===== src/design/bins_pkg.sv =====
package bins_pkg;

  // configuration register indexes
  localparam logic [1:0] REG_STRIDE  = 2'd0;
  localparam logic [1:0] REG_ROWS    = 2'd1;
  localparam logic [1:0] REG_RATIO_X = 2'd2;
  localparam logic [1:0] REG_RATIO_Y = 2'd3;

  localparam int CFG_W    = 24;
  localparam int STRIDE_W = 12;
  localparam int ROWS_W   = 15;
  localparam int RATIO_W  = 24;

  // shared multiplier operand and product widths
  localparam int MUL_A_W = 15;
  localparam int MUL_B_W = 24;
  localparam int MUL_P_W = MUL_A_W + MUL_B_W;

  // Q8.16 ratios: source coordinate is product bits above the fraction
  localparam int FRAC_W  = 16;
  localparam int COORD_W = 19;
  localparam int BASE_W  = ROWS_W + STRIDE_W;
  localparam int SADDR_W = BASE_W + 1;

  localparam logic [2:0] PIX_MSB = 3'd7;

  typedef enum logic {
    OP_WRITE = 1'b0,
    OP_READ  = 1'b1
  } op_t;

  typedef struct packed {
    logic        operation;
    logic [13:0] store_address;
    logic [7:0]  store_byte;
    logic [7:0]  dst_column_byte;
    logic [10:0] dst_row;
  } in_item_t;

  typedef struct packed {
    logic [7:0] pixel_byte;
    logic       out_of_range;
  } out_item_t;

  typedef struct packed {
    logic wr_en;
    logic rd_en;
  } mem_ctl_t;

endpackage


===== src/design/bins_mul.sv =====
module bins_mul (
  input  logic                          clk,
  input  logic [bins_pkg::MUL_A_W-1:0]  a,
  input  logic [bins_pkg::MUL_B_W-1:0]  b,
  output logic [bins_pkg::MUL_P_W-1:0]  p
);

  always_ff @(posedge clk) begin
    p <= bins_pkg::MUL_P_W'(a) * bins_pkg::MUL_P_W'(b);
  end

endmodule


===== config.mk =====
export PLATFORM = sky130hd
export DESIGN_NAME = bins_mul
export DESIGN_NICKNAME = d
export VERILOG_FILES = /design/src/design/bins_pkg.sv /design/src/design/bins_mul.sv
export SDC_FILE = /design/constraint.sdc
export NUM_CORES = 1
export LEC_CHECK = 0
export BUFFER_PORTS_ARGS = -buffer_cell sky130_fd_sc_hd__buf_2
export CAP_MARGIN = 10
export CORE_MARGIN = 2
export CORE_UTILIZATION = 60
export DETAILED_ROUTE_END_ITERATION = 10
export PLACE_DENSITY = 0.79
export SYNTH_ARGS = -nofsm -noshare
export SYNTH_HDL_FRONTEND = slang
export SYNTH_SLANG_ARGS = --single-unit

===== constraint.sdc =====
create_clock -name clk -period 6.75 [get_ports clk]
set_clock_uncertainty 0.05 [all_clocks]
set_input_delay 0.675 -clock clk [delete_from_list [all_inputs] [get_ports clk]]
set_output_delay 0.675 -clock clk [all_outputs]
set_load 0.05 [all_outputs]

# After elaboration in Yosys (flattened, before gate mapping)
# Index checks and enable logic that the tools add are counted.
[op_classes]
mul = 1
[ops]
columns = ["operator", "n"]
rows = [
  ["$mul A15 B24 Y39", 1],
]
[word_totals]
reg_bits = 39
inputBits = 40
output_inout_bits = 39

# Logic depth before layout (Yosys ltp)
[logic_depth]
depth_word = 1
mapped_depth = 23

# Worst setup path before layout
# No wires, ideal clock.
[synth_timing]
path_type = "input to register"
start = "in a[3] in the netlist's numbering"
end = "reg p[38] in the netlist's numbering"
setup_time_ns = 0.072
arrival_ns = 6.010
setup_slack_ns = 0.617
stages = 21
path_buffers = 1
cell_sequence = "clkbuf_1 > nand2_1 > fa_1 > inv_1 > fa_1 > fa_1 > inv_1 > fa_1 > inv_1 > fa_1 > inv_1 > fa_1 > inv_1 > ha_1 > and2_4 > nor2b_1 > or4_1 > and2_0 > a211o_1 > a21oi_2 > xnor2_1"
[synth_via]
elab_chain_len = 1
[synth_lines]
columns = ["element", "line", "rtl"]
rows = [
  ["from (decl)", "bins_mul.sv:3", "input logic [bins_pkg::MUL_A_W-1:0] a,"],
  ["$mul A15 B24 Y39", "bins_mul.sv:9", "p <= bins_pkg::MUL_P_W'(a) * bins_pkg::MUL_P_W'(b);"],
  ["to (signal assigned)", "bins_mul.sv:9", ""],
  ["to (decl)", "bins_mul.sv:5", "output logic [bins_pkg::MUL_P_W-1:0] p"],
]
# Every way passes these cells.

# Final worst setup path
# Ends and elaborated chain as after synthesis.

==> out/results.txt <==
Pin slew with the least headroom to its limit - 0.5444 ns
Gr ovfl total - 0
DR WL/cell - 17.09 um
Max_slew headroom - 0.6370
H-tree depth - 2
Dpl cells - 1681
DR DRC count - 0
Top cells by area, synth - fa_1, ha_1, and2_1
Post-synth top area cell - fa_1
First-pass GRT wire length - 48390 um
Yosys Warn Count - 0
Ant. Diodes - 0
Core area - 20360 um2
Critical Path AT - 6.53 ns
Final hold viol count - 0
Clk slew on worst S/H paths - 0.06 ns
Count leader, synth - inv_1
Iter 0 DRT Violations - 322
GPL Wtd Cong - 0.9130
Syn nets - 1819
GR Util All Layers - 0.2779
Antenna violations before repair - 0
Post-CTS setup buffers - 0
I/O Pins - 79
Nets - 1845
RSZ-0062 raised after global routing - no
Layout cells sized above 1 - 0.07611
Initial Util - 0.6166
Die span in y - 148.7 um
Top reg by flops - p
#FFs+latches synth - 39
Vias/cell - 5.523
Setup TNS - 0 ns
CP endpoint kind - register
1st-pass router iterations - 4
DRT antenna net count - 0
Number of synthesized flops with an enable pin - 0
Vias in the first global route - 10170
PortBufs - 78
Final wirelength - 28860 um
Post-Syn Area - 12560 um2
CTS resizes - 0
Largest net degree at the start of global routing - 25
Filler cells - 1705
Die ar. - 22100 um2
Die Wd - 148.7 um
Max frequency - 157.1 MHz
Status - completed
Vias - 9329
CTS Buffer Depth - 2
# clock sinks - 39
Mapped Cells - 1392
Final period utilization - 0.9429
Area growth syn-to-layout - 5.301%
DP Wirelength - 23470 um
Worst-path fanout max - 24
CP Data Required Time - 6.91 ns
Max reg flops - 39
Post-synth cell types - 59
Final setup vio count - 0
CTS tree - built
Setup Crit Path Kind - input pin to register
Final Non-Filler Cells - 1689
Synth top area share - 0.4528
Max-cap check violation count - 0
Row count - 52
Top Registers - p (39)
Setup crit start kind - input pin
Hold buffer count at cts - 0
Final Slew Violations - 0
Synth Flop Type - dfxtp_1
CTS Root Cell - clkbuf_16
Tmin final - 6.364 ns
Total clock buffers created by CTS - 5
Hold Path Class - input pin to register
Synthesized area per cell - 9.020 um2
Async set-or-reset flop fraction in the synthesized netlist - 0
Most frequent cells after synthesis - inv_1, fa_1, and2_1, nand2_1, ha_1
Sequential share of the synthesized area - 0.06218
==> worst paths after layout <==
check | to | depth (start not counted) | startpoint
worst max-delay path | p[38]$_DFF_P_ | 21 | a[3]
worst min-delay path | p[0]$_DFF_P_ | 2 | b[0]
==> layout make-up <==
cell class / count / area, um2 / share of cell area
sequential: 39 / 780.7 / 0.05905
clock buffer: 6 / 138.9 / 0.01050
tap: 270 / 337.8 / 0.02555
multi-input combinational: 983 / 10340 / 0.7819
timing repair buffer: 87 / 457.9 / 0.03464
inverter: 302 / 1134 / 0.08574
clock inverter: 2 / 35.03 / 0.002650
==> worst max-delay path, cell delays in order <==
cell and delay [ns]:
buf_2 0.42, nand2_1 0.16, fa_1 0.57, inv_1 0.06, fa_1 0.46, fa_1 0.51, inv_1 0.05, fa_1 0.53
inv_1 0.05, fa_1 0.49, inv_1 0.05, fa_1 0.47, inv_1 0.04, ha_1 0.36, and2_4 0.22, nor2b_1 0.13
or4_1 0.53, and2_0 0.17, a211o_1 0.29, a21oi_2 0.15, xnor2_1 0.12
==> per-layer routing <==
metal	routed length [um]	vias up	GRT usage
li1	-	4183	-
met3	1366	97	0.03497
met5	0	-	0
met4	1445	0	0.1319
met1	10630	4725	0.3214
met2	15410	324	0.5116
==> metrics by stage <==
step	util	area, um2	setup WS [ns]	hold WS, ns
5_1_grt	0.6492	13220	0.1615	0.8152
3_5_place_dp	0.6407	13050	0.1349	1.092
3_3_place_gp	0.6407	13050	0.1553	1.094
4_1_cts	0.6492	13220	0.4162	0.7968
2_1_floorplan	-	12560	0.6174	0.7523
6_report	0.6492	13220	0.3857	0.8159
==> layout by cell type, fill, tap and decap left out, types with 4 or more instances in the layout <==
cell | synthesis | layout
o21ai_0 | 19 | 19
fa_1 | 284 | 284
buf_2 | 5 | 78
nand4_1 | 5 | 5
ha_1 | 103 | 103
a21o_1 | 17 | 17
inv_1 | 302 | 302
a21oi_1 | 34 | 34
a21oi_2 | 4 | 4
nor2_1 | 15 | 15
buf_4 | 0 | 9
nand2_1 | 192 | 192
o21a_1 | 4 | 4
xor2_1 | 20 | 20
clkbuf_16 | 0 | 5
xnor2_1 | 16 | 16
and2_1 | 192 | 192
o31ai_1 | 4 | 4
dfxtp_1 | 39 | 39
nand3_1 | 17 | 17
nor3_1 | 7 | 7
==> kinds of logic after synthesis <==
| logic type | synth area share |
|---|---|
| simple gates | 0.1840 |
| flops | 0.06218 |
| mux | 0.0007972 |
| xor+xnor | 0.02511 |
| fa+ha+maj | 0.5555 |
| buf+inv | 0.1145 |
| compound gates | 0.05800 |
Power is not shown: default switching activity piles up to over one toggle a cycle in this logic, so the estimate is an artifact.
